### config.mk
export PLATFORM = sky130hd
export DESIGN_NAME = stop_bit_integer_decoder
export DESIGN_NICKNAME = d
export VERILOG_FILES = /design/src/sbid_pkg.sv /design/src/sbid_step.sv /design/src/stop_bit_integer_decoder.sv
export VERILOG_INCLUDE_DIRS = /design/src /design/src/src
export SDC_FILE = /design/constraint.sdc
export NUM_CORES = 1
export LEC_CHECK = 0
export ABC_AREA = 1
export BUFFER_PORTS_ARGS = -buffer_cell sky130_fd_sc_hd__buf_2
export CORE_UTILIZATION = 24
export CTS_BUF_LIST = sky130_fd_sc_hd__clkbuf_4 sky130_fd_sc_hd__clkbuf_8
export DETAILED_ROUTE_END_ITERATION = 7
export PLACE_DENSITY = 0.47
export SETUP_SLACK_MARGIN = 0.3
export SLEW_MARGIN = 10
export SYNTH_ARGS = -nofsm -noshare
export SYNTH_HDL_FRONTEND = slang
export SYNTH_SLANG_ARGS = --single-unit
### constraint.sdc
create_clock -name i_clk -period 4.9 [get_ports i_clk]
set_input_delay 1.225 -clock i_clk [delete_from_list [all_inputs] [get_ports i_clk]]
set_output_delay 1.225 -clock i_clk [all_outputs]
set_load 0.03 [all_outputs]
### src/assert_macros.svh
// ----------------------------------------------------------------------------
// assert_macros.svh
// Shared concurrent assertion macros, clocked, and disabled while an active-low reset is asserted.
// ----------------------------------------------------------------------------
`ifndef ASSERT_MACROS_SVH
`define ASSERT_MACROS_SVH

// Property must hold at every clock edge outside reset.
`define ASSERT_CLK(label, clk, rst_n, prop) \
    label: assert property (@(posedge clk) disable iff (!rst_n) (prop)) \
        else $error("assertion failed: label");

// Expression must never be true outside reset.
`define ASSERT_NEVER(label, clk, rst_n, expr) \
    label: assert property (@(posedge clk) disable iff (!rst_n) !(expr)) \
        else $error("forbidden condition: label");

`endif

### src/sbid_pkg.sv
// ----------------------------------------------------------------------------
// sbid_pkg
// Types and constants for the stop-bit integer decoder.
// ----------------------------------------------------------------------------
package sbid_pkg;

    localparam int unsigned BYTE_W   = 8;
    localparam int unsigned GROUP_W  = 7;
    localparam int unsigned VALUE_W  = 32;
    localparam int unsigned COUNT_W  = 3;

    localparam logic [BYTE_W-1:0]  STOP_MASK  = 8'b1000_0000;
    localparam logic [BYTE_W-1:0]  GROUP_MASK = 8'b0111_1111;
    localparam logic [COUNT_W-1:0] MAX_GROUPS = 3'd5;

    // width of an accumulator that can still take one more group
    localparam int unsigned ACC_KEEP_W = VALUE_W - GROUP_W;

    typedef enum logic [1:0] {
        ST_OK       = 2'd0,
        ST_OVERFLOW = 2'd1,
        ST_SPENT    = 2'd2,
        ST_TAIL     = 2'd3
    } t_status;

    typedef struct packed {
        logic [BYTE_W-1:0] data_byte;
        logic              last_byte;
    } t_in;

    typedef struct packed {
        logic [VALUE_W-1:0] value;
        logic               value_valid;
        t_status            status;
        logic               message_done;
    } t_out;

    typedef struct packed {
        logic [VALUE_W-1:0] acc;
        logic [COUNT_W-1:0] gcount;
        logic               lzero;
        logic               err;
    } t_dec_state;

    typedef struct packed {
        logic       emit;
        t_out       res;
        t_dec_state nxt;
    } t_step;

endpackage

### src/sbid_step.sv
// ----------------------------------------------------------------------------
// sbid_step
// Combinational decode of one byte against the current decoder state.
// ----------------------------------------------------------------------------
module sbid_step
    import sbid_pkg::*;
(
    input  t_dec_state i_state,
    input  t_in        i_item,
    output t_step      o_step
);

    logic               stop;
    logic [GROUP_W-1:0] grp;
    logic               ovf;
    logic               lz_new;
    logic [VALUE_W-1:0] acc_new;
    logic [COUNT_W-1:0] gc_new;
    t_dec_state         cleared;

    assign stop    = |(i_item.data_byte & STOP_MASK);
    assign grp     = GROUP_W'(i_item.data_byte & GROUP_MASK);
    assign ovf     = (i_state.gcount >= MAX_GROUPS)
                   || (i_state.acc[VALUE_W-1:ACC_KEEP_W] != '0);
    assign lz_new  = (i_state.gcount == '0) ? (grp == '0) : i_state.lzero;
    assign acc_new = {i_state.acc[ACC_KEEP_W-1:0], grp};
    assign gc_new  = i_state.gcount + COUNT_W'(1);
    assign cleared = '{acc: '0, gcount: '0, lzero: 1'b0, err: 1'b0};

    always_comb begin
        o_step      = '0;
        o_step.nxt  = i_state;
        o_step.res.status = ST_OK;
        if (i_state.err) begin
            // swallow until the end of the message
            if (i_item.last_byte) begin
                o_step.nxt = cleared;
            end
        end else if (ovf) begin
            o_step.emit             = 1'b1;
            o_step.res.status       = ST_OVERFLOW;
            o_step.res.message_done = 1'b1;
            o_step.nxt              = cleared;
            o_step.nxt.err          = !i_item.last_byte;
        end else if (stop) begin
            o_step.emit = 1'b1;
            o_step.nxt  = cleared;
            if (lz_new && (gc_new > COUNT_W'(1))) begin
                o_step.res.status       = ST_SPENT;
                o_step.res.message_done = 1'b1;
                o_step.nxt.err          = !i_item.last_byte;
            end else begin
                o_step.res.value        = acc_new;
                o_step.res.value_valid  = 1'b1;
                o_step.res.message_done = i_item.last_byte;
            end
        end else if (i_item.last_byte) begin
            o_step.emit             = 1'b1;
            o_step.res.status       = ST_TAIL;
            o_step.res.message_done = 1'b1;
            o_step.nxt              = cleared;
        end else begin
            o_step.nxt.acc    = acc_new;
            o_step.nxt.gcount = gc_new;
            o_step.nxt.lzero  = lz_new;
        end
    end

endmodule

### src/stop_bit_integer_decoder.sv
// ----------------------------------------------------------------------------
// stop_bit_integer_decoder
// Decodes big-endian 7-bit groups with a stop flag into 32-bit values.
// ----------------------------------------------------------------------------
//  Channel | Direction | Handshake                  | Payload
//  --------+-----------+----------------------------+---------------------
//  in      | input     | i_in_valid / o_in_ready    | i_in  (t_in)
//  out     | output    | o_out_valid / i_out_ready  | o_out (t_out)
//
//  One byte per cycle: each transfer is decoded in the same cycle it is
//  taken, state updates at that edge, any result lands in the output reg.
//  The result is valid in the cycle after its input transfer.
//  Input is ready whenever the output reg is empty or being drained, so a
//  stalled output only holds the input off while a result is waiting.
//  i_rst_n is synchronous, active low: clears decoder state and out valid.
// ----------------------------------------------------------------------------
`include "assert_macros.svh"

module stop_bit_integer_decoder
    import sbid_pkg::*;
(
    input  logic i_clk,
    input  logic i_rst_n,
    input  logic i_in_valid,
    output logic o_in_ready,
    input  t_in  i_in,
    output logic o_out_valid,
    input  logic i_out_ready,
    output t_out o_out
);

    t_dec_state r_state, n_state;
    logic       r_out_valid, n_out_valid;
    t_out       r_out, n_out;
    t_step      step;
    logic       in_xfer;
    logic       out_xfer;

    // per-byte decode
    sbid_step u_step (
        .i_state (r_state),
        .i_item  (i_in),
        .o_step  (step)
    );

    assign out_xfer   = r_out_valid && i_out_ready;
    assign o_in_ready = !r_out_valid || i_out_ready;
    assign in_xfer    = i_in_valid && o_in_ready;

    always_comb begin
        n_state     = r_state;
        n_out_valid = r_out_valid && !out_xfer;
        n_out       = r_out;
        if (in_xfer) begin
            n_state = step.nxt;
            if (step.emit) begin
                n_out_valid = 1'b1;
                n_out       = step.res;
            end
        end
    end

    always_ff @(posedge i_clk) begin
        if (!i_rst_n) begin
            r_state     <= '0;
            r_out_valid <= 1'b0;
        end else begin
            r_state     <= n_state;
            r_out_valid <= n_out_valid;
        end
    end

    // payload reg, no reset needed
    always_ff @(posedge i_clk) begin
        r_out <= n_out;
    end

    assign o_out_valid = r_out_valid;
    assign o_out       = r_out;

    // a decoded value always carries ok status
    `ASSERT_CLK(a_value_ok, i_clk, i_rst_n, (r_out_valid && r_out.value_valid) |-> (r_out.status == ST_OK))
    // an error result ends the message and carries a zero value
    `ASSERT_CLK(a_err_res, i_clk, i_rst_n, (r_out_valid && !r_out.value_valid) |-> (r_out.message_done && (r_out.value == '0)))
    // group counter never passes the group limit
    `ASSERT_NEVER(a_gc_range, i_clk, i_rst_n, r_state.gcount > MAX_GROUPS)
    // the last byte of a message leaves the decoder clear
    `ASSERT_CLK(a_msg_clear, i_clk, i_rst_n, (in_xfer && i_in.last_byte) |=> (r_state == '0))

endmodule
# Yosys cells after proc, flatten, opt, wreduce, memory -nomap -nowiden
# Cells that the tools add are included.
# word_totals
ff_bits	74
in_bits	13
out_inout_bits	38
elab_cells	51
# classes
n_addsub	1
n_lt_le_gt_ge	2
n_eq_ne	1
mux	19
n_bitwise	1
n_reduce_logical	17
# ops
cell	count
two-way mux 37 bit	3
two-way mux 33 bit	3
two-way mux 40 bit	2
two-way mux 36 bit	1
two-way mux 1 bit	8
logical NOT 7 bit	1
nonzero test 7 bit	1
logical AND 1 bit	4
AND reduction 2 bit	2
OR reduction 4 bit	1
adder 3 x 1 -> 3 bit, second input constant	1
>= comparator 3 bit, second input constant	1
> comparator 3 x 1 -> 1 bit, second input constant	1
logical NOT 1 bit	3
logical NOT 3 bit	1
two-way mux 3 bit	1
OR reduction 3 bit	1
logical OR 1 bit	2
two-way mux 2 bit	1
!= test 2 bit, second input constant	1
OR reduction 2 bit	1
NOT 1 bit	1

# Logic depth before layout (Yosys ltp)
# Gate-level depths: netlist (run 1).
# logic_depth
word_depth	9
ltp_mapped	10

# Hierarchy
# Synthesis (run 1) repeated with hierarchy kept, for this count alone.
# unflattened
cells_unflattened	491
area_unflattened_um2	3731.1
# by_module_without_submodules
mod	instances	cells_each	area_each_um2
stop_bit_integer_decoder	1	288	2778.9
sbid_step	1	203	952.2

# Least setup slack after synthesis (run 1)
# OpenSTA, ideal clock, no wires.
# synth_timing
path_kind	input to register
from	in i_out_ready
to	reg r_out, in the netlist o_out[0] (enable)
arrival_ps	2445
t_required_ps	4509
slack_ps	2065
stages	6
n_path_buf	0
path_cell_list	inv_1 > nand2_2 > nand2_1 > nor2_1 > nand2_1 > inv_1
# synth_via
elab_chain_len	3
# synth_rtl
element	line	source
from (decl)	stop_bit_integer_decoder.sv:28	input logic i_out_ready,
logical OR 1 bit	stop_bit_integer_decoder.sv:47	assign o_in_ready = !r_out_valid || i_out_ready;
named net o_in_ready	stop_bit_integer_decoder.sv:25	output logic o_in_ready,
logical AND 1 bit	stop_bit_integer_decoder.sv:48	assign in_xfer = i_in_valid && o_in_ready;
AND reduction 2 bit (no source line)	n/a	
to (signal assigned)	stop_bit_integer_decoder.sv:75	r_out <= n_out;
to (decl)	stop_bit_integer_decoder.sv:34	t_out r_out, n_out;
# The timed path passes the listed nets, and every way through them passes these cells.
# A chain may end at the register's enable or synchronous reset.

# Worst setup path after layout (run 1)
# layout_timing
from	in i_out_ready
to	out o_in_ready
# layout_via
elab_chain_len	1
# layout_rtl
element	line
logical OR 1 bit	stop_bit_integer_decoder.sv:47
to (decl)	stop_bit_integer_decoder.sv:25
# Every way passes these cells.

==> results of run 1 <==
-- worst min-delay path, delay by kind of cell (launching register included) --
kind	cells	cell delay [ns]
DFF	1	0.31
and+or+nand+nor	1	0.06
AOI/OAI and AO/OA	1	0.05
-- per-layer routing --
layer | track usage (%) | part of all wire, % | up-vias
li1 | - | - | 1089
met1 | 13.0 | 48 | 975
met2 | 15.9 | 46 | 39
met3 | 3.27 | 4.5 | 9
met4 | 4.21 | 1.5 | 0
met5 | 0 | 0 | -
-- sequential cells by signal (all words and copies together), names as in the netlist --
name and cells:
r_state 37, o_out_valid 1, o_out 36
-- where the power goes --
group / total, W / internal, W / switching, W
clock: 0.000466 / 0.000245 / 0.000221
sequential: 0.000678 / 0.000671 / 0.00000791
combinational: 0.000118 / 0.0000274 / 0.0000908
total: 0.00126 / 0.000943 / 0.000320
-- area by class of cell --
cell class              count  area (um2)
fillers                  1308        8510
multi-input cells         185         848
flip-flops and latches     74        1840
inverters                  46         173
well taps                 147         184
clock inverters             5        53.8
repair buffers             52         265
clock buffers              10         138
-- worst max-delay path by stage --
stage                  to  slack [ns]  cells past startpoint
3_5_place_dp    o_out[25]        1.92                      8
5_1_grt        o_in_ready        2.06                      4
4_1_cts        o_in_ready        2.08                      4
3_3_place_gp    o_out[18]        1.96                      8
2_1_floorplan    o_out[0]        2.06                      6
6_report       o_in_ready        2.08                      4
-- logic make-up (layout without fill, tap and decap cells) --
group	count (synthesis)	count (layout)	synth area share, %
AOI/OAI and AO/OA	45	45	7.95
xor gates and xnor gates	1	1	0.296
buffers and inverters	58	113	9.09
adders and majority gates	3	3	1.27
and+or+nand+nor	136	136	19.2
DFF	74	74	62.2
-- through the flow --
| step | cell area, um2 | hold slack (ns) | std cells |
|---|---|---|---|
| floorplan | 2960 | 0.444 | 317 |
| global placement | 3310 | 0.453 | 504 |
| detailed placement | 3310 | 0.458 | 504 |
| CTS | 3500 | 0.469 | 519 |
| global route | 3500 | 0.497 | 519 |
| finish | 3500 | 0.466 | 519 |
-- Yosys cell counts, types with 2 or more instances --
| library cell | number |
|---|---|
| o21ai_2 | 2 |
| clkbuf_1 | 3 |
| o21ai_0 | 3 |
| inv_2 | 4 |
| buf_6 | 6 |
| nand2_1 | 83 |
| nor2_4 | 2 |
| buf_2 | 2 |
| nor2_1 | 44 |
| a21oi_1 | 38 |
| ha_1 | 3 |
| edfxtp_1 | 36 |
| inv_1 | 41 |
| dfxtp_1 | 38 |
-- placed cells by master, fill, tap and decap left out, drive strengths merged --
cell type | netlist | layout
buf | 9 | 52
dfxtp | 38 | 38
inv | 45 | 46
nor2 | 46 | 46
xnor2 | 1 | 1
edfxtp | 36 | 36
clkinv | 1 | 4
clkbuf | 3 | 10
nor3 | 2 | 2
a21oi | 38 | 38
nand2 | 84 | 84
ha | 3 | 3
nor2b | 1 | 1
o21ai | 6 | 6
bufinv | 0 | 1
a21boi | 1 | 1
nand3 | 3 | 3
==> metrics.yaml, run 1 <==
h-tree-depth: 3
crit_slowest_cell: "buf_2"
yosysUniqueCellTypes: 26
max_cap_viol_count: 0
yosys_warnings: 0
cp.required_ns: 3.67
cts_buffers: 9
period_share_pct: 57.5
avgSynthCellArea_um2: 9.33
finalWirelength_mm: 6.10
synth-seq-area-share_pct: 62.2
ys_ff_latch: 74
hp-start: "r_state[30]"
fin_setup_tns_ns: 0
grt_antenna_before_repair: 0
final-setup-viol-count: 0
fmax_ghz: 0.355
dieArea_mm2: 0.0128
syn_to_final_growth_pct: 18.4
cp_top_family: "buffers and inverters"
cp_cell_sequence: "buf_2 > inv_1 > nand2_2 > buf_2"
maxSlewHeadroom_pct: 32.0
synth-async-reset-ratio_pct: 0
p_total_w: 0.00126
grt_pass1_wl_mm: 10.0
synth-edff-count: 36
cts_setup_buffers: 0
synth_top_area_cell: "edfxtp_1"
clkLatencyLatePin_ns: 0.34
syn-num-nets: 333
cpMostUsedCell: "buf_2"
cp.buffers_inverters: 3
dr.first_iter.drc_count: 95
synth_ff_type: "dfxtp_1"
crit_fanout: 3
final_max_slew_viol_count: 0
io-pin-count: 51
clkSinkCount: 74
hold-path-endpoint: "r_state[30]"
p_per_area_mw_per_mm2: 361
rrSetupSlack_ns: 2.83
slowest_delay_ns: 0.17
synth.cell_area_mm2: 0.00296
routed_via_density: 4.07
die_w_um: 113
pre_cts_ws_ns: 1.92
tightest_slew_ns: 1.01
grt_overflow: 0
finClkSkew_ns: 0.00959
status: "complete, no violations"
worstSetupPathType: "input port to output pin"
ant_nets: 0
power_leakage_nw: 1.34
cp_data_arrival_time_ns: 1.59
rows: 40
dr.pass1.iters: 4
worstSetupStartpoint: "i_out_ready"
fin_util_pct: 29.2
hold_viol_final: 0
rsz0062_at_grt: "false"
grtUsageTotal_pct: 10.2
die_h_um: 113
drive_gt1_share_pct: 21.5
wl_per_cell_um: 11.8
grt_max_degree: 37
diodes: 0
start_util_pct: 24.6
cts_resized: 0
layout.nets: 384
rr_startpoint: "r_state[2]"
vdd.ir_drop.worst_uv: 140
hold_path.class: "flip-flop to flip-flop"
port_buffers: 50
vias: 2112
gp_congestion: 0.734
start_kind: "input port"
syn_inst: 317
ys_top_cells_by_area: "edfxtp_1, dfxtp_1, nand2_1"
reg2reg_depth: 6
finalWorstSetupSlack_ns: 2.08
cts_root_buf: "clkbuf_8"
drc: 0
cts_tree: "done"
detailedPlacementHpwl_mm: 4.00
synth_top_area_share_pct: 36.5
rr_endpoint: "o_out[21]"
clk_pin_slew_ns: 0.07
grt_pass1_vias: 2029
cp-end-kind: "output pin"
cts-hold-fix-buffers: 0
min_path_cells: 2
core_mm2: 0.0120
min_period_ns: 2.82
max-clock-path-buffers: 2
(Power assumes the default switching activity.)
==> inputs of run 2 (changes only) <==
- ABC_AREA: 1 -> 0
- PLACE_DENSITY: 0.47 -> 0.48
- clock period: 4.9 -> 2.5 ns (I/O delays scaled with it)
==> run 2 against run 1 <==
Compared with the run above: synthesized area grew 3.2%; wire length grew 12%; clock skew grew 0.0026 ns; clock power grew 130%; non-clock buffer count grew 9; via count shrank 6.8%; synthesized cell count shrank 32%; largest power group unchanged.
==> metrics.yaml, run 2 <==
status: "complete, no violations"
rr_endpoint: "o_out[5]"
cts_tree: "done"
mostFrequentLayoutCells: "buf_2, dfxtp_1, edfxtp_1"
synth_top_family_by_area: "simple AND/OR/NAND/NOR gates"
synthMuxAreaShare_pct: 0.369  # +0.37 points
maxSlewHeadroom_pct: 68.6  # +37 points
synth_compound_area_share_pct: 14.0  # +6.0 points
largest-register: "r_state"
comb_power_share_pct: 8.0  # -1.4 points
hold_viol_final: 0  # unchanged
fin_setup_tns_ns: 0  # unchanged
seqPwrFrac_pct: 51.2  # -2.5 points
largest_reg_flops: 37  # unchanged
cp-end-kind: "flip-flop"
synthAdderAreaFrac_pct: 1.23  # -0.039 points
rr_startpoint: "r_state[3]"
cts_buffers: 9  # unchanged
die_w_um: 115  # +1.5%
syn-num-nets: 230  # -31%
synth-edff-count: 36  # unchanged
synth-xor-area-share_pct: 0  # -0.30 points
vias: 1968  # -6.8%
hold-path-endpoint: "r_state[26]"
synth-seq-area-share_pct: 60.3  # -1.9 points
p_total_w: 0.00258  # +100%
grt_pass1_vias: 1954  # -3.7%
vdd.ir_drop.worst_uv: 386  # +180%
finalWorstSetupSlack_ns: 0.504  # -1.58 ns
synth.cell_area_mm2: 0.00305  # +3.2%
dr.pass1.iters: 4  # unchanged
p_sw_w: 0.000645  # +100%
synth_ff_type: "dfxtp_1"
max_cap_viol_count: 0  # unchanged
gp_congestion: 0.709  # -3.4%
rsz0062_at_grt: "false"
routed_via_density: 4.44  # +9.2%
layout.nets: 286  # -26%
p_sw_share_pct: 25.0  # -0.31 points
ys_top_cells_by_area: "edfxtp_1, dfxtp_1, nor4b_2"
worstSetupPathType: "flip-flop to flip-flop"
avgSynthCellArea_um2: 14.3  # +53%
internal_power_w: 0.00193  # +110%
rrSetupSlack_ns: 0.50  # -2.33 ns
ant_nets: 0  # unchanged
io-pin-count: 51  # unchanged
die_h_um: 115  # +1.5%
clkLatencyLatePin_ns: 0.35  # about the same
cp_data_arrival_time_ns: 2.13  # +0.54 ns
synthSimpleGateAreaFrac_pct: 19.9  # +0.72 points
min_path_cells: 1  # -1
synth_top_area_cell: "edfxtp_1"
crit_fanout: 15  # +12
min_period_ns: 2.00
start_kind: "flip-flop"
pre_cts_ws_ns: 0.335  # -1.58 ns
fmax_ghz: 0.501
drc: 0  # unchanged
clkSinkCount: 74  # unchanged
clk_pin_slew_ns: 0.09  # +0.02 ns
yosys_warnings: 0  # unchanged
grtUsageTotal_pct: 11.0  # +0.79 points
final-setup-viol-count: 0  # unchanged
hold_path.class: "flip-flop to flip-flop"
h-tree-depth: 3  # unchanged
rows: 40  # unchanged
final_max_slew_viol_count: 0  # unchanged
hp-start: "r_state[19]"
period_share_pct: 79.8
finClkSkew_ns: 0.0122  # +0.00263 ns
fillers: 1288  # -1.5%
grt_pass1_wl_mm: 10.9  # +8.2%
start_util_pct: 25.0  # +0.36 points
ys_ff_latch: 74  # unchanged
dr.first_iter.drc_count: 62  # -35%
port_buffers: 50  # unchanged
p_per_area_mw_per_mm2: 684  # +90%
max-clock-path-buffers: 2  # unchanged
final_common_cell: "buf_2"
synth_most_common_cell: "dfxtp_1"
dieArea_mm2: 0.0132  # +3.1%
reg2reg_depth: 6  # unchanged
cts_setup_buffers: 0  # unchanged
cp.required_ns: 2.64  # -1.03 ns
grt_antenna_before_repair: 0  # unchanged
cts_root_buf: "clkbuf_8"
synthTopCellsByCount: "dfxtp_1, edfxtp_1, a22o_1"
detailedPlacementHpwl_mm: 4.63  # +16%
tightest_slew_ns: 0.469  # -0.545 ns
clkPwrFrac_pct: 40.8  # +3.9 points
syn_to_final_growth_pct: 23.6
synth-async-reset-ratio_pct: 0  # unchanged
cts_resized: 0  # unchanged
grt_max_degree: 28  # -24%
wl_per_cell_um: 15.4  # +31%
worstSetupStartpoint: "r_state[3]"
yosysUniqueCellTypes: 38  # +46%
synth_top_area_share_pct: 35.4  # -1.1 points
syn_inst: 214  # -32%
core_mm2: 0.0122  # +1.7%
grt_overflow: 0  # unchanged
finalWirelength_mm: 6.81  # +12%
diodes: 0  # unchanged
power_leakage_nw: 1.42  # +5.4%
cts-hold-fix-buffers: 0  # unchanged
drive_gt1_share_pct: 39.6  # +18 points
[run 2: cell count changes after synthesis, sizes merged, moves of 4 or more]
cell,change
nand2,-81
nor2,-41
a21oi,-35
inv,-34
a22o,+33
nor4b,+26
nor4,+9
o21ai,-6
nand2b,+4
[run 2: worst max path at each step]
stage	depth (start not counted)	to	slack [ns]
after floorplan	4	o_out[0]	0.43
after global placement	6	o_out[13]	0.43
after detailed placement	6	o_out[17]	0.34
after CTS	6	o_out[5]	0.51
after global routing	7	o_out[5]	0.34
final	6	o_out[5]	0.50
[run 2: cell type report]
class,count,area [um2],share of cell area (%)
Tap cell,168,210,5.57
Clock buffer,9,124,3.28
Clock inverter,7,101,2.69
Inverter,11,41.3,1.09
Sequential cell,74,1840,48.8
Timing Repair Buffer,61,358,9.48
Multi-Input combinational cell,113,1100,29.1
[run 2: worst max-delay path, stage by stage, from the launching register on]
cell	delay, ns
dfxtp_1	0.41
inv_1	0.09
ha_1	0.19
o31ai_2	0.36
nand4b_4	0.19
buf_4	0.24
nor4b_1	0.31
[run 2: routing by layer]
metal / up-vias / routed length, um / GRT usage, %
li1: 954 / - / -
met2: 36 / 3180 / 17.2
met1: 976 / 3300 / 14.4
met4: 0 / 37 / 2.86
met3: 2 / 300 / 3.95
met5: - / 0 / 0
[run 2: kinds of logic after synthesis]
| group | after synthesis |
|---|---|
| AO/OA/AOI/OAI | 49 |
| adder cells (fa/ha/maj) | 3 |
| buffers and inverters | 27 |
| flip-flops | 74 |
| multiplexers | 1 |
| AND/OR/NAND/NOR | 60 |
[run 2: through the flow]
step	utilization, %	std cells	hold WS (ns)	area, um2
after global routing	30.9	443	0.518	3770
after global placement	29.1	427	0.471	3550
final	30.9	443	0.497	3770
after detailed placement	29.1	427	0.484	3550
after CTS	30.9	443	0.500	3770
after floorplan	-	214	0.456	3060
[run 2: power groups by stage]
stage / Clock [W] / Sequential (W) / Combinational [W]
after floorplan: 0 / 0.00141 / 0.0000686
after global placement: 0 / 0.00135 / 0.000209
after detailed placement: 0 / 0.00135 / 0.000211
after CTS: 0.00108 / 0.00132 / 0.000211
after global routing: 0.00112 / 0.00132 / 0.000223
final: 0.00105 / 0.00132 / 0.000207
==> inputs of run 3 (changes only) <==
- PLACE_DENSITY: 0.48 -> 0.47
- clock period: 2.5 -> 1.9 ns (I/O delays scaled with it)
==> run 3 against run 2 <==
Compared with the run above: global-route usage increased by 1.2 points; via count rose by 8.1%; maximum frequency increased by 12%; first-iteration DRC count is 15% higher; count of clock-buffer cells in the layout unchanged; clock power about the same; non-clock buffer count increased by 28; clock skew increased by 0.00094 ns; hold slack got worse by 0.11 ns; total power rose by 22%; wire length up 15%; cell count up 6.5%; critical path type unchanged; critical endpoint is now o_out[4]; highest routed layer unchanged.
==> metrics.yaml, run 3 (synthesis results as in run 2) <==
fmax_ghz: 0.560  # +12%
clkSinkCount: 74  # unchanged
maxSlewHeadroom_pct: 50.6  # -18 points
grt_antenna_before_repair: 0  # unchanged
mostFrequentLayoutCells: "buf_2, edfxtp_1, dfxtp_1"
detailedPlacementHpwl_mm: 4.55  # -1.6%
hold_path.class: "input port to flip-flop"
cp.required_ns: 2.05  # -0.59 ns
dr.first_iter.drc_count: 71  # +15%
grt_overflow: 0  # unchanged
internal_power_w: 0.00231  # +19%
cts_buffers: 9  # unchanged
syn_to_final_growth_pct: 46.6
die_w_um: 115  # unchanged
diodes: 0  # unchanged
h-tree-depth: 3  # unchanged
tightest_slew_ns: 0.740  # +0.271 ns
layout.nets: 315  # +10%
drive_gt1_share_pct: 53.9  # +14 points
seqPwrFrac_pct: 54.9  # +3.7 points
io-pin-count: 51  # unchanged
gp_congestion: 0.721  # +1.6%
p_sw_w: 0.000851  # +32%
fillers: 1190  # -7.6%
vdd.ir_drop.worst_uv: 306  # -21%
routed_via_density: 4.51  # +1.5%
status: "complete, no violations"
min_period_ns: 1.79  # -0.209 ns
comb_power_share_pct: 10.9  # +2.9 points
fin_util_pct: 36.7  # +5.8 points
max_cap_viol_count: 0  # unchanged
core_mm2: 0.0122  # unchanged
ant_nets: 0  # unchanged
cp-end-kind: "flip-flop"
die_h_um: 115  # unchanged
period_share_pct: 94.0  # +14 points
crit_fanout: 4  # -11
max-clock-path-buffers: 2  # unchanged
final_max_slew_viol_count: 0  # unchanged
final-setup-viol-count: 0  # unchanged
cts-hold-fix-buffers: 0  # unchanged
rows: 40  # unchanged
largest_reg_flops: 37  # unchanged
drc: 0  # unchanged
grt_pass1_wl_mm: 12.0  # +10%
hold_viol_final: 0  # unchanged
dr.pass1.iters: 4  # unchanged
clkPwrFrac_pct: 34.2  # -6.6 points
finClkSkew_ns: 0.0132  # +0.000943 ns
largest-register: "r_state"
clkLatencyLatePin_ns: 0.35  # about the same
p_per_area_mw_per_mm2: 706  # +3.3%
final_common_cell: "buf_2"
wl_per_cell_um: 16.6  # +8.1%
power_leakage_nw: 1.66  # +17%
p_sw_share_pct: 26.9  # +1.9 points
finalWirelength_mm: 7.84  # +15%
start_kind: "flip-flop"
worstSetupPathType: "flip-flop to flip-flop"
grt_max_degree: 33  # +18%
port_buffers: 50  # unchanged
dieArea_mm2: 0.0132  # unchanged
grtUsageTotal_pct: 12.1  # +1.2 points
rsz0062_at_grt: "true"
vias: 2128  # +8.1%
cts_root_buf: "clkbuf_8"
grt_pass1_vias: 2194  # +12%
start_util_pct: 25.0  # unchanged
fin_setup_tns_ns: 0  # unchanged
clk_pin_slew_ns: 0.08  # about the same
cts_tree: "done"
cp_data_arrival_time_ns: 1.94  # -0.19 ns
==> run 3: changes by cell type in the layout (fill, tap and decap cells not counted), sizes merged <==
cell	change
buf	+25
clkinv	+4
clkbuf	+3
bufinv	-2
inv	-2
nand4b	+1
==> run 3: power by group through the flow <==
stage | Clock (W) | Sequential, W | Combinational [W]
6_report | 0.00108 | 0.00174 | 0.000344
5_1_grt | 0.00119 | 0.00174 | 0.000366
3_5_place_dp | 0 | 0.00177 | 0.000296
4_1_cts | 0.00112 | 0.00174 | 0.000333
2_1_floorplan | 0 | 0.00186 | 0.0000962
3_3_place_gp | 0 | 0.00177 | 0.000294
==> run 3: worst paths after layout <==
| path | depth (start not counted) | to | slack, ns | from |
|---|---|---|---|---|
| worst max-delay path | 7 | o_out[4] | 0.11 | r_state[2] |
| worst min-delay path | 2 | r_state[5] | 0.39 | i_in[1] |
| worst max register to register | 7 | o_out[4] | 0.11 | r_state[2] |
| worst min register to register | 1 | r_state[19] | 0.50 | r_state[12] |
==> run 3: metrics by stage <==
step	hold slack, ns	power, W	worst slack (ns)	instances	area [um2]
global placement	0.479	0.00207	-0.00868	430	3680
finish	0.385	0.00316	0.113	472	4480
detailed placement	0.475	0.00207	-0.0345	430	3680
CTS	0.368	0.00319	0.119	466	4310
global route	0.375	0.00330	0.0417	472	4480
floorplan	0.456	0.00196	0.0978	214	3140
==> run 3: critical path, cell delays in order (launching register included) <==
cell and delay, ns:
dfxtp_4 0.37, buf_4 0.14, o31ai_4 0.30, buf_6 0.15, buf_6 0.09, nand4b_4 0.15
buf_6 0.16, nor4_4 0.23
==> run 3: layout make-up <==
type | instances | area, um2 | share of cell area [%]
sequential | 74 | 1850 | 41.3
multi-input combinational | 114 | 1400 | 31.3
timing repair buffer | 89 | 800 | 17.9
tap | 168 | 210 | 4.70
clock buffer | 9 | 124 | 2.77
clock inverter | 7 | 46.3 | 1.03
inverter | 11 | 46.3 | 1.03
==> run 3: what timing repair did <==
| item | 4_1_cts | 5_1_grt |
|---|---|---|
| endpoints found under the setup margin | 109 | 110 |
| pin swaps | 9 | 16 |
| gates cloned | 3 | 4 |
| buffers inserted | 17 | 2 |
| gates resized for setup | 43 | 13 |
==> run 3: routing by layer <==
metal  GRT usage [%]  up-vias  part of all wire [%]
met3            3.06       11                   3.9
met2            17.5       44                    45
met4            6.15        0                   1.8
met1            16.8     1049                    49
li1                -     1024                     -
met5               0        -                     0
